[src/rtl/bptq_pkg.sv]
// bptq_pkg: shared constants, codes and types for the bounded priority task queue.
// No dependencies; all other rtl/ files but bptq_ram refer to it by scoped names.
`timescale 1ns / 1ps

package bptq_pkg;

    localparam int STORE_DEPTH = 16;
    localparam int TAG_BITS    = 16;
    localparam int IDX_W       = $clog2(STORE_DEPTH);
    localparam int CNT_W       = $clog2(STORE_DEPTH + 1);
    localparam int PRIO_W      = 2;
    localparam int ENTRY_W     = TAG_BITS + PRIO_W;
    localparam int CAP_W       = 5;
    localparam int TOTAL_W     = 32;
    localparam int PADDR_W     = 3;
    localparam int PDATA_W     = 32;

    localparam logic OP_ENQ = 1'b0;
    localparam logic OP_DEQ = 1'b1;

    localparam logic POLICY_FIFO = 1'b0;
    localparam logic POLICY_PRIO = 1'b1;

    localparam logic [PRIO_W-1:0] PRIO_LOW    = 2'd0;
    localparam logic [PRIO_W-1:0] PRIO_NORMAL = 2'd1;
    localparam logic [PRIO_W-1:0] PRIO_HIGH   = 2'd2;

    // register index, taken from paddr bit 2
    localparam logic REG_CAPACITY = 1'b0;
    localparam logic REG_POLICY   = 1'b1;

    typedef enum logic [1:0] {
        STATUS_OK    = 2'd0,
        STATUS_FULL  = 2'd1,
        STATUS_EMPTY = 2'd2
    } status_t;

    typedef enum logic [2:0] {
        S_IDLE,
        S_SCAN,
        S_SCAN_WAIT,
        S_SHIFT_SETUP,
        S_SHIFT,
        S_SHIFT_WAIT,
        S_DONE
    } state_t;

    typedef struct packed {
        logic accept;     // input channel may take a transaction
        logic rd_issue;   // read slot idx, advance idx
        logic scan_use;   // returning read data feeds the best-entry compare
        logic shift_init; // idx starts just above the chosen slot
        logic shift_use;  // returning read data is written one slot lower
        logic commit;     // finish the item and load the output register
    } dp_cmd_t;

    typedef struct packed {
        logic req_valid;
        logic deq_work;   // incoming transaction is a dequeue on a non-empty queue
        logic scan_last;
        logic shift_none;
        logic shift_last;
        logic out_free;
    } dp_status_t;

endpackage

[src/rtl/bptq_req_if.sv]
// bptq_req_if: request channel (enqueue / dequeue transactions).
// Depends on bptq_pkg.
`timescale 1ns / 1ps

interface bptq_req_if;
    logic                             valid;
    logic                             ready;
    logic                             opcode;
    logic [bptq_pkg::TAG_BITS-1:0]    task_tag;
    logic [bptq_pkg::PRIO_W-1:0]      task_priority;

    modport source (output valid, opcode, task_tag, task_priority, input ready);
    modport sink   (input valid, opcode, task_tag, task_priority, output ready);
endinterface

[src/rtl/bptq_rsp_if.sv]
// bptq_rsp_if: result channel, one transaction per request.
// Depends on bptq_pkg.
`timescale 1ns / 1ps

interface bptq_rsp_if;
    logic                             valid;
    logic                             ready;
    logic [1:0]                       status;
    logic [bptq_pkg::TAG_BITS-1:0]    out_tag;
    logic [bptq_pkg::PRIO_W-1:0]      out_priority;
    logic [bptq_pkg::CNT_W-1:0]       depth_now;
    logic [bptq_pkg::CNT_W-1:0]       high_watermark;
    logic [bptq_pkg::TOTAL_W-1:0]     submitted_count;
    logic [bptq_pkg::TOTAL_W-1:0]     rejected_count;

    modport source (output valid, status, out_tag, out_priority, depth_now,
                    high_watermark, submitted_count, rejected_count, input ready);
    modport sink   (input valid, status, out_tag, out_priority, depth_now,
                    high_watermark, submitted_count, rejected_count, output ready);
endinterface

[src/rtl/bptq_ram.sv]
// bptq_ram: generic simple dual-port RAM, one write and one registered read per cycle.
// No dependencies.
`timescale 1ns / 1ps

module bptq_ram #(
    parameter int WIDTH = 8,
    parameter int DEPTH = 16
) (
    input  logic                     clk,
    input  logic                     we,
    input  logic [$clog2(DEPTH)-1:0] waddr,
    input  logic [WIDTH-1:0]         wdata,
    input  logic [$clog2(DEPTH)-1:0] raddr,
    output logic [WIDTH-1:0]         rdata
);

    logic [WIDTH-1:0] mem [DEPTH];
    logic [WIDTH-1:0] rdata_reg;

    always_ff @(posedge clk)
    begin
        if (we)
        begin
            mem[waddr] <= wdata;
        end
        rdata_reg <= mem[raddr];
    end

    assign rdata = rdata_reg;

endmodule

[src/rtl/bptq_ctrl.sv]
// bptq_ctrl: sequencer for accept, scan, shift-down and result commit.
// Depends on bptq_pkg; drives the datapath through dp_cmd_t only.
`timescale 1ns / 1ps

module bptq_ctrl (
    input  logic                  clk,
    input  logic                  rst_n,
    input  bptq_pkg::dp_status_t  st,
    output bptq_pkg::dp_cmd_t     cmd
);

    bptq_pkg::state_t state_reg;
    bptq_pkg::state_t state_next;

    always_ff @(posedge clk or negedge rst_n)
    begin
        if (!rst_n)
        begin
            state_reg <= bptq_pkg::S_IDLE;
        end
        else
        begin
            state_reg <= state_next;
        end
    end

    always_comb
    begin
        state_next = state_reg;
        case (state_reg)
            bptq_pkg::S_IDLE:
            begin
                if (st.req_valid)
                begin
                    state_next = st.deq_work ? bptq_pkg::S_SCAN : bptq_pkg::S_DONE;
                end
            end
            bptq_pkg::S_SCAN:
            begin
                if (st.scan_last)
                begin
                    state_next = bptq_pkg::S_SCAN_WAIT;
                end
            end
            bptq_pkg::S_SCAN_WAIT:
            begin
                state_next = bptq_pkg::S_SHIFT_SETUP;
            end
            bptq_pkg::S_SHIFT_SETUP:
            begin
                state_next = st.shift_none ? bptq_pkg::S_DONE : bptq_pkg::S_SHIFT;
            end
            bptq_pkg::S_SHIFT:
            begin
                if (st.shift_last)
                begin
                    state_next = bptq_pkg::S_SHIFT_WAIT;
                end
            end
            bptq_pkg::S_SHIFT_WAIT:
            begin
                state_next = bptq_pkg::S_DONE;
            end
            bptq_pkg::S_DONE:
            begin
                if (st.out_free)
                begin
                    state_next = bptq_pkg::S_IDLE;
                end
            end
            default:
            begin
                state_next = bptq_pkg::S_IDLE;
            end
        endcase
    end

    always_comb
    begin
        cmd = '0;
        case (state_reg)
            bptq_pkg::S_IDLE:
            begin
                cmd.accept = 1'b1;
            end
            bptq_pkg::S_SCAN:
            begin
                cmd.rd_issue = 1'b1;
                cmd.scan_use = 1'b1;
            end
            bptq_pkg::S_SCAN_WAIT:
            begin
                cmd.scan_use = 1'b1;
            end
            bptq_pkg::S_SHIFT_SETUP:
            begin
                cmd.shift_init = 1'b1;
            end
            bptq_pkg::S_SHIFT:
            begin
                cmd.rd_issue  = 1'b1;
                cmd.shift_use = 1'b1;
            end
            bptq_pkg::S_SHIFT_WAIT:
            begin
                cmd.shift_use = 1'b1;
            end
            bptq_pkg::S_DONE:
            begin
                cmd.commit = st.out_free;
            end
            default:
            begin
                cmd = '0;
            end
        endcase
    end

endmodule

[src/rtl/bptq_datapath.sv]
// bptq_datapath: entry store, best-entry compare, shift-down, counters and result register.
// Depends on bptq_pkg, bptq_req_if, bptq_rsp_if and bptq_ram.
`timescale 1ns / 1ps

module bptq_datapath (
    input  logic                          clk,
    input  logic                          rst_n,
    bptq_req_if.sink                      req,
    bptq_rsp_if.source                    rsp,
    input  logic [bptq_pkg::CAP_W-1:0]    capacity,
    input  logic                          policy,
    input  bptq_pkg::dp_cmd_t             cmd,
    output bptq_pkg::dp_status_t          st
);

    // captured request
    logic                              op_reg;
    logic [bptq_pkg::TAG_BITS-1:0]     tag_in_reg;
    logic [bptq_pkg::PRIO_W-1:0]       prio_in_reg;

    // queue bookkeeping
    logic [bptq_pkg::CNT_W-1:0]        count_reg, count_next;
    logic [bptq_pkg::CNT_W-1:0]        peak_reg, peak_next;
    logic [bptq_pkg::TOTAL_W-1:0]      sub_reg, sub_next;
    logic [bptq_pkg::TOTAL_W-1:0]      rej_reg, rej_next;

    // scan / shift walk
    logic [bptq_pkg::IDX_W-1:0]        idx_reg;
    logic                              rd_pend_reg;
    logic [bptq_pkg::IDX_W-1:0]        rd_addr_q_reg;
    logic [bptq_pkg::IDX_W-1:0]        best_idx_reg;
    logic [bptq_pkg::TAG_BITS-1:0]     best_tag_reg;
    logic [bptq_pkg::PRIO_W-1:0]       best_prio_reg;

    // result register
    logic                              out_valid_reg;
    bptq_pkg::status_t                 out_status_reg, out_status_next;
    logic [bptq_pkg::TAG_BITS-1:0]     out_tag_reg, out_tag_next;
    logic [bptq_pkg::PRIO_W-1:0]       out_prio_reg, out_prio_next;

    logic                              load;
    logic [bptq_pkg::CNT_W-1:0]        limit;
    logic [bptq_pkg::CNT_W-1:0]        cnt_m1;
    logic                              enq_full;
    logic                              enq_write;
    logic                              shift_write;
    logic                              ram_we;
    logic [bptq_pkg::IDX_W-1:0]        ram_waddr;
    logic [bptq_pkg::ENTRY_W-1:0]      ram_wdata;
    logic [bptq_pkg::ENTRY_W-1:0]      ram_rdata;
    logic [bptq_pkg::TAG_BITS-1:0]     rd_tag;
    logic [bptq_pkg::PRIO_W-1:0]       rd_prio;
    logic                              take_best;

    assign load      = cmd.accept & req.valid;
    assign req.ready = cmd.accept;

    always_comb
    begin
        if (capacity == '0 || int'(capacity) > bptq_pkg::STORE_DEPTH)
        begin
            limit = bptq_pkg::CNT_W'(bptq_pkg::STORE_DEPTH);
        end
        else
        begin
            limit = bptq_pkg::CNT_W'(capacity);
        end
    end

    assign cnt_m1   = count_reg - bptq_pkg::CNT_W'(1);
    assign enq_full = (count_reg >= limit);

    // status to the sequencer
    always_comb
    begin
        st.req_valid  = req.valid;
        st.deq_work   = (req.opcode == bptq_pkg::OP_DEQ) && (count_reg != '0);
        st.scan_last  = (policy == bptq_pkg::POLICY_PRIO) ?
                        (bptq_pkg::CNT_W'(idx_reg) == cnt_m1) : (idx_reg == '0);
        st.shift_none = (bptq_pkg::CNT_W'(best_idx_reg) + bptq_pkg::CNT_W'(1)) == count_reg;
        st.shift_last = (bptq_pkg::CNT_W'(idx_reg) + bptq_pkg::CNT_W'(1)) == count_reg;
        st.out_free   = !out_valid_reg || rsp.ready;
    end

    // entry store
    assign rd_tag      = ram_rdata[bptq_pkg::ENTRY_W-1:bptq_pkg::PRIO_W];
    assign rd_prio     = ram_rdata[bptq_pkg::PRIO_W-1:0];
    assign shift_write = cmd.shift_use & rd_pend_reg;
    assign enq_write   = cmd.commit & (op_reg == bptq_pkg::OP_ENQ) & !enq_full;
    assign ram_we      = shift_write | enq_write;

    always_comb
    begin
        if (shift_write)
        begin
            ram_waddr = rd_addr_q_reg - bptq_pkg::IDX_W'(1);
            ram_wdata = ram_rdata;
        end
        else
        begin
            ram_waddr = count_reg[bptq_pkg::IDX_W-1:0];
            ram_wdata = {tag_in_reg, prio_in_reg};
        end
    end

    bptq_ram #(
        .WIDTH (bptq_pkg::ENTRY_W),
        .DEPTH (bptq_pkg::STORE_DEPTH)
    ) u_store (
        .clk   (clk),
        .we    (ram_we),
        .waddr (ram_waddr),
        .wdata (ram_wdata),
        .raddr (idx_reg),
        .rdata (ram_rdata)
    );

    // first slot always taken; later ones only on strictly higher priority
    assign take_best = cmd.scan_use & rd_pend_reg &
                       ((rd_addr_q_reg == '0) || (rd_prio > best_prio_reg));

    always_ff @(posedge clk)
    begin
        if (load)
        begin
            op_reg      <= req.opcode;
            tag_in_reg  <= req.task_tag;
            prio_in_reg <= (req.task_priority > bptq_pkg::PRIO_HIGH) ?
                           bptq_pkg::PRIO_LOW : req.task_priority;
        end
        if (take_best)
        begin
            best_idx_reg  <= rd_addr_q_reg;
            best_tag_reg  <= rd_tag;
            best_prio_reg <= rd_prio;
        end
        rd_addr_q_reg <= idx_reg;
        if (cmd.commit)
        begin
            out_status_reg <= out_status_next;
            out_tag_reg    <= out_tag_next;
            out_prio_reg   <= out_prio_next;
        end
    end

    always_ff @(posedge clk or negedge rst_n)
    begin
        if (!rst_n)
        begin
            idx_reg       <= '0;
            rd_pend_reg   <= 1'b0;
            count_reg     <= '0;
            peak_reg      <= '0;
            sub_reg       <= '0;
            rej_reg       <= '0;
            out_valid_reg <= 1'b0;
        end
        else
        begin
            rd_pend_reg <= cmd.rd_issue;
            if (load)
            begin
                idx_reg <= '0;
            end
            else if (cmd.shift_init)
            begin
                idx_reg <= best_idx_reg + bptq_pkg::IDX_W'(1);
            end
            else if (cmd.rd_issue)
            begin
                idx_reg <= idx_reg + bptq_pkg::IDX_W'(1);
            end
            if (cmd.commit)
            begin
                count_reg <= count_next;
                peak_reg  <= peak_next;
                sub_reg   <= sub_next;
                rej_reg   <= rej_next;
            end
            if (cmd.commit)
            begin
                out_valid_reg <= 1'b1;
            end
            else if (rsp.ready)
            begin
                out_valid_reg <= 1'b0;
            end
        end
    end

    // end-of-item update
    always_comb
    begin
        count_next      = count_reg;
        peak_next       = peak_reg;
        sub_next        = sub_reg;
        rej_next        = rej_reg;
        out_status_next = bptq_pkg::STATUS_OK;
        out_tag_next    = '0;
        out_prio_next   = '0;
        if (op_reg == bptq_pkg::OP_ENQ)
        begin
            if (enq_full)
            begin
                rej_next        = rej_reg + bptq_pkg::TOTAL_W'(1);
                out_status_next = bptq_pkg::STATUS_FULL;
            end
            else
            begin
                count_next = count_reg + bptq_pkg::CNT_W'(1);
                sub_next   = sub_reg + bptq_pkg::TOTAL_W'(1);
                if (count_next > peak_reg)
                begin
                    peak_next = count_next;
                end
            end
        end
        else
        begin
            if (count_reg == '0)
            begin
                out_status_next = bptq_pkg::STATUS_EMPTY;
            end
            else
            begin
                count_next    = cnt_m1;
                out_tag_next  = best_tag_reg;
                out_prio_next = best_prio_reg;
            end
        end
    end

    assign rsp.valid           = out_valid_reg;
    assign rsp.status          = out_status_reg;
    assign rsp.out_tag         = out_tag_reg;
    assign rsp.out_priority    = out_prio_reg;
    assign rsp.depth_now       = count_reg;
    assign rsp.high_watermark  = peak_reg;
    assign rsp.submitted_count = sub_reg;
    assign rsp.rejected_count  = rej_reg;

endmodule

[src/rtl/bounded_priority_task_queue_top.sv]
// Bounded task queue with FIFO or priority service: top level, config registers.
// Depends on bptq_pkg, bptq_req_if, bptq_rsp_if, bptq_ctrl and bptq_datapath.
//
// Usage:
//   req carries one transaction per item: opcode 0 enqueues task_tag/task_priority,
//   opcode 1 dequeues. rsp returns exactly one transaction per request with status,
//   the dequeued tag and priority, current depth, high watermark and the two totals.
//   One item is in flight at a time; req.ready is high only while the block is idle.
//   Enqueue, or dequeue on an empty queue: committed with no scan of the store.
//   Dequeue: the entry store has a single read port; the priority scan reads every
//   held entry once (one slot in FIFO mode), then the younger entries are read and
//   rewritten one slot lower. req.ready returns in the same cycle that the result
//   turns valid.
//   The result sits in an output register; while rsp.ready is low the next request
//   may be taken and worked through, but it holds before commit and no further
//   request is accepted.
//   APB: capacity register at 0x0, service policy at 0x4; write only while idle.
//   Reset clears the queue, counters and watermark; capacity 0, policy priority.
`timescale 1ns / 1ps

module bounded_priority_task_queue_top (
    input  logic                            clk,
    input  logic                            rst_n,
    bptq_req_if.sink                        req,
    bptq_rsp_if.source                      rsp,
    input  logic                            psel,
    input  logic                            penable,
    input  logic                            pwrite,
    input  logic [bptq_pkg::PADDR_W-1:0]    paddr,
    input  logic [bptq_pkg::PDATA_W-1:0]    pwdata,
    output logic [bptq_pkg::PDATA_W-1:0]    prdata,
    output logic                            pready
);

    logic [bptq_pkg::CAP_W-1:0] capacity_reg;
    logic                       policy_reg;
    logic                       cfg_write;
    bptq_pkg::dp_cmd_t          cmd;
    bptq_pkg::dp_status_t       st;

    assign pready    = 1'b1;
    assign cfg_write = psel & penable & pwrite & pready;

    always_ff @(posedge clk or negedge rst_n)
    begin
        if (!rst_n)
        begin
            capacity_reg <= '0;
            policy_reg   <= bptq_pkg::POLICY_PRIO;
        end
        else if (cfg_write)
        begin
            case (paddr[2])
                bptq_pkg::REG_CAPACITY: capacity_reg <= pwdata[bptq_pkg::CAP_W-1:0];
                bptq_pkg::REG_POLICY:   policy_reg   <= pwdata[0];
                default:                policy_reg   <= policy_reg;
            endcase
        end
    end

    always_comb
    begin
        case (paddr[2])
            bptq_pkg::REG_CAPACITY: prdata = bptq_pkg::PDATA_W'(capacity_reg);
            bptq_pkg::REG_POLICY:   prdata = bptq_pkg::PDATA_W'(policy_reg);
            default:                prdata = '0;
        endcase
    end

    bptq_ctrl u_ctrl (
        .clk   (clk),
        .rst_n (rst_n),
        .st    (st),
        .cmd   (cmd)
    );

    bptq_datapath u_dp (
        .clk      (clk),
        .rst_n    (rst_n),
        .req      (req),
        .rsp      (rsp),
        .capacity (capacity_reg),
        .policy   (policy_reg),
        .cmd      (cmd),
        .st       (st)
    );

endmodule

[src/flat_wrapper.sv]
// flat-port wrapper written by rule: the top's interface ports become plain ports
module bounded_priority_task_queue_top_flat 
  (clk, rst_n, psel, penable, pwrite, paddr, pwdata, prdata, pready, req_valid, req_opcode, req_task_tag, req_task_priority, req_ready, rsp_valid, rsp_status, rsp_out_tag, rsp_out_priority, rsp_depth_now, rsp_high_watermark, rsp_submitted_count, rsp_rejected_count, rsp_ready);
  bptq_req_if req_i ();
  bptq_rsp_if rsp_i ();
  input  logic clk;
  input  logic rst_n;
  input  logic psel;
  input  logic penable;
  input  logic pwrite;
  input  logic [bptq_pkg::PADDR_W-1:0] paddr;
  input  logic [bptq_pkg::PDATA_W-1:0] pwdata;
  output logic [bptq_pkg::PDATA_W-1:0] prdata;
  output logic pready;
  input wire logic [$bits(req_i.valid)-1:0] req_valid;
  input wire logic [$bits(req_i.opcode)-1:0] req_opcode;
  input wire logic [$bits(req_i.task_tag)-1:0] req_task_tag;
  input wire logic [$bits(req_i.task_priority)-1:0] req_task_priority;
  output wire logic [$bits(req_i.ready)-1:0] req_ready;
  output wire logic [$bits(rsp_i.valid)-1:0] rsp_valid;
  output wire logic [$bits(rsp_i.status)-1:0] rsp_status;
  output wire logic [$bits(rsp_i.out_tag)-1:0] rsp_out_tag;
  output wire logic [$bits(rsp_i.out_priority)-1:0] rsp_out_priority;
  output wire logic [$bits(rsp_i.depth_now)-1:0] rsp_depth_now;
  output wire logic [$bits(rsp_i.high_watermark)-1:0] rsp_high_watermark;
  output wire logic [$bits(rsp_i.submitted_count)-1:0] rsp_submitted_count;
  output wire logic [$bits(rsp_i.rejected_count)-1:0] rsp_rejected_count;
  input wire logic [$bits(rsp_i.ready)-1:0] rsp_ready;
  assign req_i.valid = req_valid;
  assign req_i.opcode = req_opcode;
  assign req_i.task_tag = req_task_tag;
  assign req_i.task_priority = req_task_priority;
  assign req_ready = req_i.ready;
  assign rsp_valid = rsp_i.valid;
  assign rsp_status = rsp_i.status;
  assign rsp_out_tag = rsp_i.out_tag;
  assign rsp_out_priority = rsp_i.out_priority;
  assign rsp_depth_now = rsp_i.depth_now;
  assign rsp_high_watermark = rsp_i.high_watermark;
  assign rsp_submitted_count = rsp_i.submitted_count;
  assign rsp_rejected_count = rsp_i.rejected_count;
  assign rsp_i.ready = rsp_ready;
  bounded_priority_task_queue_top u_core (.clk(clk), .rst_n(rst_n), .req(req_i), .rsp(rsp_i), .psel(psel), .penable(penable), .pwrite(pwrite), .paddr(paddr), .pwdata(pwdata), .prdata(prdata), .pready(pready));
endmodule
[config.mk]
export PLATFORM = sky130hd
export DESIGN_NAME = bounded_priority_task_queue_top_flat
export DESIGN_NICKNAME = d
export VERILOG_FILES = /design/src/rtl/bptq_pkg.sv /design/src/rtl/bptq_req_if.sv /design/src/rtl/bptq_rsp_if.sv /design/src/rtl/bptq_ram.sv /design/src/rtl/bptq_ctrl.sv /design/src/rtl/bptq_datapath.sv /design/src/rtl/bounded_priority_task_queue_top.sv /design/src/flat_wrapper.sv
export SDC_FILE = /design/constraint.sdc
export NUM_CORES = 1
export LEC_CHECK = 0
export ABC_CLOCK_PERIOD_IN_PS = 5300
export CAP_MARGIN = 40
export CORE_AREA = 2 2 191 175
export CTS_BUF_LIST = sky130_fd_sc_hd__clkbuf_4 sky130_fd_sc_hd__clkbuf_8 sky130_fd_sc_hd__clkbuf_16
export DETAILED_ROUTE_END_ITERATION = 16
export DIE_AREA = 0 0 193 177
export DONT_BUFFER_PORTS = 1
export PLACE_DENSITY = 0.75
export SYNTH_ARGS = -nofsm -noshare
export SYNTH_HDL_FRONTEND = slang
export SYNTH_SLANG_ARGS = --single-unit
[constraint.sdc]
create_clock -name clk -period 5.3 [get_ports clk]
set_clock_uncertainty 0.15 [all_clocks]
set_input_delay 0 -clock clk [delete_from_list [all_inputs] [get_ports clk]]
set_output_delay 0 -clock clk [all_outputs]
set_load 0.01 [all_outputs]
# Word level (Yosys, flattened, before mapping)
# Memory sizes are Yosys's and may differ from the RTL's. A register that Yosys moved wholly into a read port is not among the register bits.
# Index checks and enable logic that the tools add are counted.
[totals] mem_count=1 wordCells=118 reg_bits=154 out_inout_bits=129 ramBits=288
[memory_table] name="u_core.u_dp.u_store.mem" words=16 word_bits=18 read_ports=1 rd_ports_with_merged_regs=1 wr=1 line="bptq_ram.sv:17" rtl="logic [WIDTH-1:0] mem [DEPTH];"
[classes] reduce_logical=25 n_eq_ne=15 order_cmp=5 n_bitwise=12 mux=31 addsub=9
[op_table] op="adder 32 x 1 -> 32 bit (second input constant)" n=2
[op_table] op="case mux 32 bit (2 select lines)" n=1
[op_table] op="case mux 3 bit (7 select lines)" n=1
[op_table] op="two-way mux 5 bit" n=4
[op_table] op="two-way mux 18 bit" n=1
[op_table] op="two-way mux 4 bit" n=4
[op_table] op="two-way mux 3 bit" n=5
[op_table] op="two-way mux 1 bit" n=12
[op_table] op="adder 4 x 1 -> 5 bit (second input constant)" n=2
[op_table] op="== test 5 bit" n=2
[op_table] op="zero test 5 bit" n=2
[op_table] op="== test 3 bit (second input constant)" n=3
[op_table] op="AND reduction 3 bit" n=3
[op_table] op="adder 4 x 1 -> 4 bit (second input constant)" n=2
[op_table] op="AND 1 bit" n=8
[op_table] op="zero test 4 bit" n=2
[op_table] op="inequality test 2 bit (second input constant)" n=4
[op_table] op="AND reduction 4 bit" n=2
[op_table] op="OR reduction 2 bit" n=4
[op_table] op="== test 3 x 2 -> 1 bit (second input constant)" n=2
[op_table] op="two-way mux 2 bit" n=3
[op_table] op="adder 5 x 1 -> 5 bit (second input constant)" n=1
[op_table] op="== test 4 x 5 -> 1 bit" n=1
[op_table] op="greater-or-equal comparator 5 bit" n=1
[op_table] op="18 further kinds" n=25

# Logic depth before layout (Yosys ltp)
# Gate-level depths: netlist of the first run.
[depth] ltp_word=9 mapped_depth=10 depth_no_buf=9

# Cells and area by module
# Synthesis of the first run repeated with hierarchy kept, for this count alone.
[unflattened] cells_unflattened=1168 hier_area_um2=19190.9
[by_module_without_submodules] module="bptq_ram" n_inst=1 area_each_um2=11322.1 cells_each=482
[by_module_without_submodules] module="bptq_datapath" n_inst=1 area_each_um2=7089.3 cells_each=607
[by_module_without_submodules] module="bounded_priority_task_queue_top" n_inst=1 area_each_um2=513.0 cells_each=49
[by_module_without_submodules] module="bptq_ctrl" n_inst=1 area_each_um2=266.5 cells_each=30

# Worst setup path after synthesis of the first run
# Ideal clock, no wire load.
[synth_timing] kind="flip-flop to flip-flop" start="reg u_core.capacity_reg[3] (netlist bit)" end="mem u_core.u_dp.u_store.mem[15][0] (netlist bit), enable pin" t_arrival_ns=3.911 stages_incl_launch_ff=10 slack_ns=0.823 setup_time_ns=0.416 cell_sequence="dfrtp_1 > or4_1 > ha_1 > nor2b_1 > ha_1 > nor2b_1 > o211ai_2 > a21oi_1 > a32oi_1 > nor3_1"
[synth_between] elab_chain_len=9
[synth_lines] element="start: declaration" line="bounded_priority_task_queue_top.sv:35" rtl="logic [bptq_pkg::CAP_W-1:0] capacity_reg;"
[synth_lines] element="start signal: assignment" line="bounded_priority_task_queue_top.sv:54" rtl="bptq_pkg::REG_CAPACITY: capacity_reg <= pwdata[bptq_pkg::CAP_W-1:0];"
[synth_lines] element="> comparator 5 bit or zero test 5 bit (tied branches)" line="bptq_datapath.sv:60" rtl="if (capacity == '0 || int'(capacity) > bptq_pkg::STORE_DEPTH)"
[synth_lines] element="logical OR 1 bit" line="bptq_datapath.sv:60"
[synth_lines] element="two-way mux 5 bit *" line="bptq_datapath.sv:60"
[synth_lines] element="greater-or-equal comparator 5 bit *" line="bptq_datapath.sv:71" rtl="assign enq_full = (count_reg >= limit);"
[synth_lines] element="zero test 1 bit *" line="bptq_datapath.sv:89" rtl="assign enq_write = cmd.commit & (op_reg == bptq_pkg::OP_ENQ) & !enq_full;"
[synth_lines] element="AND 1 bit *" line="bptq_datapath.sv:89"
[synth_lines] element="OR 1 bit *" line="bptq_datapath.sv:90" rtl="assign ram_we = shift_write | enq_write;"
[synth_lines] element="two-way mux 1 bit *" line="bptq_ram.sv:22" rtl="if (we)"
[synth_lines] element="two-way mux 1 bit (not written as such) *" line="bptq_ram.sv:24" rtl="mem[waddr] <= wdata;"
[synth_lines] element="end: declaration" line="bptq_ram.sv:17"
# Every way passes the cells marked *; elsewhere a longest branch is shown, timed or not.

# Worst setup path after layout of the first run
[layout_timing] start="reg u_core.capacity_reg[3] (netlist bit)" end="mem u_core.u_dp.u_store.mem[1][14] (netlist bit), enable pin"
# The elaborated chain is that of the path after synthesis.

==> results.sh, run 1 <==
export IMPL_grt_antenna_before_repair=0
export IMPL_yosys_most_used_dff="edfxtp_1"
export IMPL_die_x_um=193
export IMPL_post_cts_buffers=0
export IMPL_ys_seq_elements=460
export IMPL_postSynth_asyncResetShare_pct=19.3
export IMPL_drtIter0Drc=933
export IMPL_antenna_cells=0
export IMPL_num_vias=10500
export IMPL_postCtsResizedCells=0
export IMPL_overflow=0
export IMPL_io_buffers=0
export IMPL_drt_total_wl_um=40900
export IMPL_routedWlPerCell_um=23.8
export IMPL_worst_pin_slew_ps=882
export IMPL_start_util_pct=59.0
export IMPL_synth_edff_count=349
export IMPL_grt_max_degree=89
export IMPL_syn_inst=1163
export IMPL_power_leakage_uw=0.00770
export IMPL_critical_path_class="reg2reg"
export IMPL_ant_nets=0
export IMPL_peakVddDrop_mv=0.357
export IMPL_cp_max_fo=12
export IMPL_placed_cells=1573
export IMPL_status="complete, no violations"
export IMPL_crit_end="u_core.u_dp.u_store.mem[1][14]$_DFFE_PP_"
export IMPL_synthMuxAreaShare_pct=11.6
export IMPL_die_height_um=177
export IMPL_synth_cell_type_count=67
export IMPL_drv_slew=0
export IMPL_yosysSeqAreaShare_pct=68.9
export IMPL_synth_top_family_by_area="multiplexers"
export IMPL_synth_xor_area_share_pct=3.99
export IMPL_critPathLaunchType="flip-flop"
export IMPL_rows=63
export IMPL_worstSetupEndpointType="flip-flop"
export IMPL_synthSimpleGateAreaFrac_pct=8.49
export IMPL_cts_buffer_depth=3
export IMPL_drc_errors=0
export IMPL_r2r_slack_ps=1170
export IMPL_worstHoldPathType="in2out"
export IMPL_htreeDepth=2
export IMPL_p_switching_uw=3250
export IMPL_grt_usage_pct=24.5
export IMPL_syn_area_um2=19100
export IMPL_gp_congestion=0.816
export IMPL_final_cell_mix="edfxtp_1, nand2_1, mux4_2, dfrtp_1, dlygate4sd3_1"
export IMPL_areaGrowthSynthToFinish_pct=14.6
export IMPL_drive_gt1_share_pct=20.2
export IMPL_rr_worst_depth=10
export IMPL_relSlewSlack_pct=41.2
export IMPL_max_freq_mhz=242
export IMPL_stdcell_count=1716
export IMPL_p_seq_share_pct=44.6
export IMPL_clkTransAtPathRegs_ps=60
export IMPL_clock_sinks=460
export IMPL_grt_pass1_vias=10500
export IMPL_avgSynthCellArea_um2=16.4
export IMPL_grt_pass1_wl_um=62100
export IMPL_root_buffer="clkbuf_16"
export IMPL_nets=1341
export IMPL_fin_crit_sh_pct=78.0
export IMPL_worstPathRequired_ps=5390
export IMPL_dr_pass1_iters=5
export IMPL_synthAdderAreaFrac_pct=1.51
export IMPL_viasPerCell=6.12
export IMPL_worstReg2RegEnd="u_core.u_dp.u_store.mem[1][14]$_DFFE_PP_"
export IMPL_comb_power_share_pct=25.3
export IMPL_die_area_um2=34200
export IMPL_setup_tns_ps=0
export IMPL_dp_hpwl_um=24600
export IMPL_io_pin_count=190
export IMPL_p_clk_share_pct=30.1
export IMPL_swShare_pct=29.7
export IMPL_largest_register_ffs=288
export IMPL_setup_viol=0
export IMPL_r2r_start="u_core.capacity_reg[3]$_DFFE_PN0P_"
export IMPL_ys_warn_count=0
export IMPL_final_min_clock_period_ps=4130
export IMPL_cts_buffers=46
export IMPL_drv_cap=0
export IMPL_regMostFlops="u_core.u_dp.u_store.mem"
export IMPL_power_density_nw_per_um2=500
export IMPL_crit_path_start="u_core.capacity_reg[3]$_DFFE_PN0P_"
export IMPL_synth_compound_area_share_pct=2.59
export IMPL_final_common_cell="edfxtp_1"
export IMPL_internal_power_uw=7680
export IMPL_cts_tree="yes"
export IMPL_cp_arrival_ps=4220
export IMPL_core_area_um2=32300
export IMPL_rsz0062_at_grt="false"
export IMPL_clkLatencyLatePin_ps=570
export IMPL_hold_violations=0
==> power by group through the flow <==
stage	sequential [uW]	combinational (uW)	clock, uW
after detailed placement	4940	2690	0
final	4880	2760	3290
after floorplan	4800	2010	0
after global placement	5060	2430	0
after CTS	4870	2780	3350
after global routing	4920	3020	3480
==> how the worst min path moves through the flow <==
stage                          from                                               to  depth (start not counted)  slack, ps
2_1_floorplan                 rst_n               u_core.capacity_reg[0]$_DFFE_PN0P_                          0       -450
3_3_place_gp                  rst_n  u_core.u_dp.rsp.submitted_count[13]$_DFFE_PN0P_                          0       -440
3_5_place_dp                  rst_n  u_core.u_dp.rsp.submitted_count[12]$_DFFE_PN0P_                          0       -440
4_1_cts        req_task_priority[1]         u_core.u_dp.prio_in_reg[1]$_SDFFCE_PN0P_                          2         10
5_1_grt                    paddr[2]                                        prdata[0]                          1         20
6_report                   paddr[2]                                        prdata[0]                          1         20
==> through the flow <==
| step | power, uW | instance area [um^2] | utilization, % | hold WS [ps] | setup slack, ps |
|---|---|---|---|---|---|
| after global routing | 11400 | 21900 | 67.7 | 19.1 | 988 |
| final | 10900 | 21900 | 67.7 | 16.2 | 1170 |
| after detailed placement | 7630 | 19700 | 61.0 | -444 | 935 |
| after floorplan | 6810 | 19200 | - | -446 | 823 |
| after CTS | 11000 | 21900 | 67.7 | 9.56 | 902 |
| after global placement | 7480 | 19600 | 60.7 | -444 | 831 |
==> worst max-delay path, cell delays in order, from the launching register on <==
cell and delay [ps]:
dfrtp_1 410, or4_1 550, ha_1 320, nor2b_1 120
ha_1 230, nor2b_1 210, o211ai_2 220, a21o_1 250
o32a_1 500, nor2_2 490, buf_4 350
==> cells by family after synthesis <==
family | count (synthesis)
xor+xnor | 87
simple gates | 310
buf+inv | 108
fa+ha+maj | 23
other cells | 2
flops | 460
mux | 107
compound gates | 66
==> routing by layer <==
layer / vias up / GRT usage, % / routed length [um]
li1: 4604 / - / -
met4: 0 / 7.35 / 979
met2: 484 / 38.8 / 19400
met5: - / 0 / 0
met3: 67 / 5.99 / 3860
met1: 5344 / 34.3 / 16700
==> layout make-up <==
type | count | area, um^2
sequential | 460 | 13200
fill | 2102 | 10400
multi-input combinational | 621 | 5550
clock buffer | 64 | 1340
timing repair buffer | 98 | 980
tap | 422 | 528
clock inverter | 21 | 211
inverter | 30 | 113
==> Yosys cell counts (3+ instances only) <==
library cell / n / area share (%)
a211oi_1: 3 / 0.12
a21o_1: 3 / 0.12
a21oi_1: 14 / 0.37
a31oi_1: 3 / 0.098
and2_1: 22 / 0.72
and3_1: 7 / 0.23
and4_1: 4 / 0.18
buf_2: 13 / 0.34
buf_4: 31 / 1.2
clkbuf_1: 30 / 0.59
dfrtp_1: 88 / 12
dfxtp_1: 22 / 2.3
edfxtp_1: 349 / 55
ha_1: 23 / 1.5
inv_1: 30 / 0.59
mux2_2: 13 / 0.77
mux2i_1: 4 / 0.21
mux4_2: 90 / 11
nand2_1: 102 / 2.0
nand2b_1: 3 / 0.098
nand3_1: 27 / 0.71
nand4_1: 26 / 0.85
nand4b_1: 3 / 0.14
nor2_1: 33 / 0.65
nor2b_1: 15 / 0.49
nor3_1: 24 / 0.63
nor4_1: 23 / 0.75
nor4b_1: 3 / 0.14
o211ai_1: 4 / 0.16
o21ai_0: 13 / 0.34
o32a_1: 3 / 0.16
or2_2: 3 / 0.098
xnor2_1: 42 / 1.9
xor2_1: 45 / 2.1
==> timing repair <==
| item | CTS | global route |
|---|---|---|
| hold buffers | 57 | 0 |
| endpoints found under the hold margin | 153 | 0 |
| endpoints found under the setup margin | 0 | 0 |
No activity file was read; power rests on OpenSTA's default activity.
==> inputs of run 2 (changes only) <==
--- a/config.mk
+++ b/config.mk
@@ -5,7 +5,7 @@
 export SDC_FILE = /design/constraint.sdc
 export NUM_CORES = 1
 export LEC_CHECK = 0
-export ABC_CLOCK_PERIOD_IN_PS = 5300
+export ABC_CLOCK_PERIOD_IN_PS = 3930
 export CAP_MARGIN = 40
 export CORE_AREA = 2 2 191 175
 export CTS_BUF_LIST = sky130_fd_sc_hd__clkbuf_4 sky130_fd_sc_hd__clkbuf_8 sky130_fd_sc_hd__clkbuf_16
==> constraint.sdc (replaced) <==
create_clock -name clk -period 3.93 [get_ports clk]
set_clock_uncertainty 0.15 [all_clocks]
set_input_delay 0 -clock clk [delete_from_list [all_inputs] [get_ports clk]]
set_output_delay 0 -clock clk [all_outputs]
set_load 0.01 [all_outputs]
==> run 2 against run 1 <==
  * Worst setup slack got worse by 890 ps
  * Register-to-register slack got worse by 890 ps
  * Core utilization increased by 0.67 points
  * Global-route usage increased by 0.54 points
  * Critical path type unchanged
  * Largest cell class unchanged
  * Highest routed layer unchanged
==> results.sh, run 2 (synthesis gave the netlist of run 1 again) <==
export IMPL_status="complete, no violations"
export IMPL_num_vias=10500
export IMPL_stdcell_count=1729
export IMPL_worst_pin_slew_ps=900
export IMPL_drv_cap=0
export IMPL_final_min_clock_period_ps=3660
export IMPL_power_leakage_uw=0.00783
export IMPL_cts_buffers=46
export IMPL_final_cell_mix="edfxtp_1, nand2_1, mux4_2, dfrtp_1, dlygate4sd3_1"
export IMPL_fin_crit_sh_pct=93.0
export IMPL_power_density_nw_per_um2=678
export IMPL_antenna_cells=0
export IMPL_ant_nets=0
export IMPL_die_area_um2=34200
export IMPL_worstHoldPathType="in2out"
export IMPL_cp_arrival_ps=3760
export IMPL_cp_max_fo=9
export IMPL_drtIter0Drc=1052
export IMPL_start_util_pct=59.0
export IMPL_clkLatencyLatePin_ps=580
export IMPL_drt_total_wl_um=42000
export IMPL_final_common_cell="edfxtp_1"
export IMPL_viasPerCell=6.08
export IMPL_hold_violations=0
export IMPL_rsz0062_at_grt="false"
export IMPL_grt_pass1_vias=10900
export IMPL_grt_max_degree=89
export IMPL_max_freq_mhz=274
export IMPL_regMostFlops="u_core.u_dp.u_store.mem"
export IMPL_relSlewSlack_pct=39.7
export IMPL_worst_slack_ps=275
export IMPL_rows=63
export IMPL_die_x_um=193
export IMPL_critPathLaunchType="flip-flop"
export IMPL_dr_pass1_iters=5
export IMPL_die_height_um=177
export IMPL_worstPathRequired_ps=4030
export IMPL_hold_buffers=56
export IMPL_peakVddDrop_mv=0.400
export IMPL_r2r_slack_ps=270
export IMPL_drc_errors=0
export IMPL_grt_pass1_wl_um=63700
export IMPL_setup_viol=0
export IMPL_dp_hpwl_um=25000
export IMPL_io_pin_count=190
export IMPL_overflow=0
export IMPL_root_buffer="clkbuf_16"
export IMPL_placed_cells=1587
export IMPL_drive_gt1_share_pct=21.0
export IMPL_post_cts_buffers=0
export IMPL_worstSetupEndpointType="flip-flop"
export IMPL_post_place_ws_ps=320
export IMPL_postCtsResizedCells=0
export IMPL_drv_slew=0
export IMPL_core_area_um2=32300
export IMPL_nets=1353
export IMPL_grt_antenna_before_repair=0
export IMPL_critical_path_class="reg2reg"
export IMPL_htreeDepth=2
export IMPL_largest_register_ffs=288
export IMPL_io_buffers=0
export IMPL_routedWlPerCell_um=24.3
export IMPL_cts_buffer_depth=3
export IMPL_grt_usage_pct=25.1
export IMPL_areaGrowthSynthToFinish_pct=15.8
export IMPL_setup_tns_ps=0
export IMPL_clock_sinks=460
export IMPL_cts_tree="yes"
export IMPL_clkTransAtPathRegs_ps=60
export IMPL_gp_congestion=0.824
-- run 2: cell count changes in the layout (fill, tap and decap cells not counted), moves of 2 or more --
cell        previous run  this run
buf_4                 34        46
clkbuf_8               6         1
clkinv_2               7        12
buf_12                 3         6
bufinv_16              3         6
clkbuf_4              11         8
nor3_2                 7         4
nor3_4                 0         3
clkinv_1               5         7
clkinv_16              0         2
clkinvlp_4             3         1
-- run 2: area by class of cell --
class	count	area, um^2
flip-flops and latches	460	13200
well taps	422	528
multi-input cells	621	5570
inverters	30	113
clock buffers	57	1270
clock inverters	29	343
fillers	2039	10200
repair buffers	110	1100
-- run 2: through the flow --
stage | hold WS [ps] | cell area, um^2 | utilization (%) | total power, uW
after CTS | 3.87 | 22100 | 68.3 | 15100
after floorplan | -446 | 19200 | - | 9220
after global routing | 27.0 | 22100 | 68.3 | 15600
after global placement | -444 | 19800 | 61.4 | 10200
final | 23.3 | 22100 | 68.3 | 15000
after detailed placement | -444 | 19900 | 61.5 | 10400
-- run 2: worst paths after layout --
check                                                           from  depth (start not counted)                                 endpoint
worst min-delay path                                        paddr[2]                          1                                prdata[0]
max in group asynchronous                                      rst_n                          4       u_core.u_dp.idx_reg[0]$_DFFE_PN0P_
worst min register to register  u_core.u_dp.u_store.rdata[8]$_DFF_P_                          0    u_core.u_dp.best_tag_reg[6]$_DFFE_PP_
min in group asynchronous                                      rst_n                          3            u_core.policy_reg$_DFFE_PN1P_
worst max-delay path              u_core.capacity_reg[3]$_DFFE_PN0P_                         10  u_core.u_dp.u_store.mem[7][1]$_DFFE_PP_
worst max register to register    u_core.capacity_reg[3]$_DFFE_PN0P_                         10  u_core.u_dp.u_store.mem[7][1]$_DFFE_PP_
-- run 2: power breakdown --
group | internal [uW] | switching [uW]
clock network | 2720 | 1850
registers | 6190 | 408
logic | 1620 | 2190
-- run 2: worst max-delay path: stages, from the launching register on --
cell and delay, ps:
dfrtp_1 400, or4_1 530, ha_1 310, nor2b_1 130
ha_1 240, nor2b_1 190, o211ai_2 160, a21oi_1 260
a32oi_2 390, nor3_4 320, buf_4 280
-- run 2: metal layers --
layer  routed length [um]  vias to the layer above  part of all wire, %  global-route usage (%)
li1                     -                     4619                    -                       -
met1                17100                     5360                   41                    34.5
met2                20500                      464                   49                    41.4
met3                 3470                       69                  8.3                    4.88
met4                  918                        0                  2.2                    7.07
met5                    0                        -                    0                       0
==> inputs of run 3 (changes only) <==
--- a/config.mk
+++ b/config.mk
@@ -7,12 +7,14 @@
 export LEC_CHECK = 0
 export ABC_CLOCK_PERIOD_IN_PS = 3930
 export CAP_MARGIN = 40
-export CORE_AREA = 2 2 191 175
+export CELL_PAD_IN_SITES_DETAIL_PLACEMENT = 0
+export CELL_PAD_IN_SITES_GLOBAL_PLACEMENT = 1
+export CORE_AREA = 2 2 202 184
 export CTS_BUF_LIST = sky130_fd_sc_hd__clkbuf_4 sky130_fd_sc_hd__clkbuf_8 sky130_fd_sc_hd__clkbuf_16
 export DETAILED_ROUTE_END_ITERATION = 16
-export DIE_AREA = 0 0 193 177
+export DIE_AREA = 0 0 204 186
 export DONT_BUFFER_PORTS = 1
-export PLACE_DENSITY = 0.75
+export PLACE_DENSITY_LB_ADDON = 0.1
 export SYNTH_ARGS = -nofsm -noshare
 export SYNTH_HDL_FRONTEND = slang
 export SYNTH_SLANG_ARGS = --single-unit
==> run 3 against run 2 <==
  * Core utilization fell by 6.7 points
  * Sequential share of layout area hardly changed
  * Via count is 1.9% lower
  * Largest power group unchanged
==> results.sh, run 3 (synthesis gave the netlist of run 1 again) <==
export IMPL_status="complete, no violations"
export IMPL_hold_violations=0
export IMPL_drive_gt1_share_pct=21.4
export IMPL_worstSetupEndpointType="flip-flop"
export IMPL_final_common_cell="edfxtp_1"
export IMPL_post_cts_buffers=0
export IMPL_viasPerCell=5.76
export IMPL_cts_tree="yes"
export IMPL_io_pin_count=190
export IMPL_setup_viol=0
export IMPL_post_place_ws_ps=315
export IMPL_largest_register_ffs=288
export IMPL_crit_slowest_cell="a32oi_2"
export IMPL_gp_congestion=0.807
export IMPL_r2r_slack_ps=290
export IMPL_peakVddDrop_mv=0.491
export IMPL_timing_critical_path_mode_cell="ha_1"
export IMPL_final_min_clock_period_ps=3640
export IMPL_cts_buffers=48
export IMPL_worstHoldPathType="in2out"
export IMPL_start_util_pct=53.2
export IMPL_clock_sinks=460
export IMPL_drtIter0Drc=847
export IMPL_fillers=2692
export IMPL_num_vias=10300
export IMPL_worst_slack_ps=291
export IMPL_cp_arrival_ps=3790
export IMPL_fin_area_um2=22100
export IMPL_die_height_um=186
export IMPL_drc_errors=0
export IMPL_worstPathCellList="or4_1 -> ha_1 -> nand2b_1 -> ha_1 -> nand2_1 -> o211ai_2 -> a21oi_1 -> a32oi_2 -> nor2_2 -> buf_4"
export IMPL_critPathLaunchType="flip-flop"
export IMPL_postCtsResizedCells=0
export IMPL_grt_usage_pct=22.0
export IMPL_r2r_start="u_core.capacity_reg[3]$_DFFE_PN0P_"
export IMPL_die_x_um=204
export IMPL_grt_pass1_vias=10200
export IMPL_clkLatencyLatePin_ps=560
export IMPL_areaGrowthSynthToFinish_pct=15.8
export IMPL_cp_max_fo=12
export IMPL_cts_buffer_depth=3
export IMPL_hold_buffers=56
export IMPL_dr_pass1_iters=6
export IMPL_nets=1360
export IMPL_ant_nets=0
export IMPL_critical_path_class="reg2reg"
export IMPL_grt_antenna_before_repair=0
export IMPL_root_buffer="clkbuf_16"
export IMPL_rsz0062_at_grt="false"
export IMPL_dp_hpwl_um=25500
export IMPL_drv_slew=0
export IMPL_overflow=0
export IMPL_min_from="paddr[2]"
export IMPL_crit_path_max_incr_delay_ps=720
export IMPL_place_area_um2=19900
export IMPL_io_buffers=0
export IMPL_power_leakage_uw=0.00781
export IMPL_routedWlPerCell_um=22.9
export IMPL_worstPathRequired_ps=4080
export IMPL_clkTransAtPathRegs_ps=60
export IMPL_htreeDepth=2
export IMPL_regMostFlops="u_core.u_dp.u_store.mem"
export IMPL_max_freq_mhz=275
export IMPL_core_area_um2=35800
export IMPL_grt_pass1_wl_um=62100
export IMPL_grt_max_degree=89
export IMPL_rows=66
export IMPL_drt_total_wl_um=41000
export IMPL_drv_cap=0
export IMPL_final_cell_mix="edfxtp_1, nand2_1, mux4_2, dfrtp_1"
export IMPL_power_density_nw_per_um2=667
export IMPL_crit_path_start="u_core.capacity_reg[3]$_DFFE_PN0P_"
export IMPL_antenna_cells=0
export IMPL_fin_crit_sh_pct=92.6
export IMPL_relSlewSlack_pct=44.2
export IMPL_worst_pin_slew_ps=833
export IMPL_die_area_um2=37900
-- run 3: changes by cell type in the layout (fill, tap and decap cells not counted), moves of 2 or more --
cell and change:
bufinv_16 -5, clkinv_2 -2, clkbuf_16 +2, clkbuf_4 +3, clkbuf_8 +2, buf_4 +8
-- run 3: path summary, 6_finish.rpt --
kind	end	depth (start not counted)
max	u_core.u_dp.u_store.mem[12][15]$_DFFE_PP_	10
min	prdata[0]	1
max reg2reg	u_core.u_dp.u_store.mem[12][15]$_DFFE_PP_	10
min reg2reg	u_core.u_dp.best_tag_reg[0]$_DFFE_PP_	0
max in group asynchronous	u_core.u_dp.idx_reg[0]$_DFFE_PN0P_	4
min in group asynchronous	u_core.policy_reg$_DFFE_PN1P_	3
-- run 3: power breakdown --
| group | total [uW] | internal [uW] | switching (uW) |
|---|---|---|---|
| sequential | 6590 | 6190 | 403 |
| combinational | 3740 | 1590 | 2150 |
| clock | 4390 | 2540 | 1860 |
-- run 3: area by class of cell --
cell class	count	area, um^2	area share, %
clock inverter	24	180	0.816
clock buffer	64	1380	6.22
sequential	460	13200	59.5
timing repair buffer	115	1100	4.98
multi-input combinational	621	5570	25.2
tap	476	596	2.70
inverter	30	113	0.510
-- run 3: per-stage QoR --
| step | hold slack, ps | total power (uW) | util, % | setup TNS [ps] | cells |
|---|---|---|---|---|---|
| 5_1_grt | 21.0 | 15400 | 61.6 | 0 | 1790 |
| 3_3_place_gp | -444 | 10300 | 55.6 | 0 | 1645 |
| 2_1_floorplan | -446 | 9220 | - | -23990 | 1189 |
| 3_5_place_dp | -444 | 10400 | 55.6 | 0 | 1646 |
| 4_1_cts | 1.01 | 14900 | 61.6 | 0 | 1790 |
| 6_report | 17.3 | 14700 | 61.6 | 0 | 1790 |
-- run 3: metal layers --
layer | up-vias | share of wire (%) | GRT usage, % | wire, um
li1 | 4656 | - | - | -
met1 | 5303 | 45 | 31.6 | 18400
met2 | 303 | 47 | 35.1 | 19500
met3 | 47 | 6.0 | 4.36 | 2470
met4 | 0 | 1.5 | 5.25 | 634
met5 | - | 0 | 0 | 0
-- run 3: worst max-delay path, delay by kind of cell, from the launching register on --
family | cells | cell delay [ps]
adders and majority gates | 2 | 610
AOI/OAI and AO/OA | 3 | 1100
buffers and inverters | 1 | 250
and+or+nand+nor | 4 | 870
DFF | 1 | 390
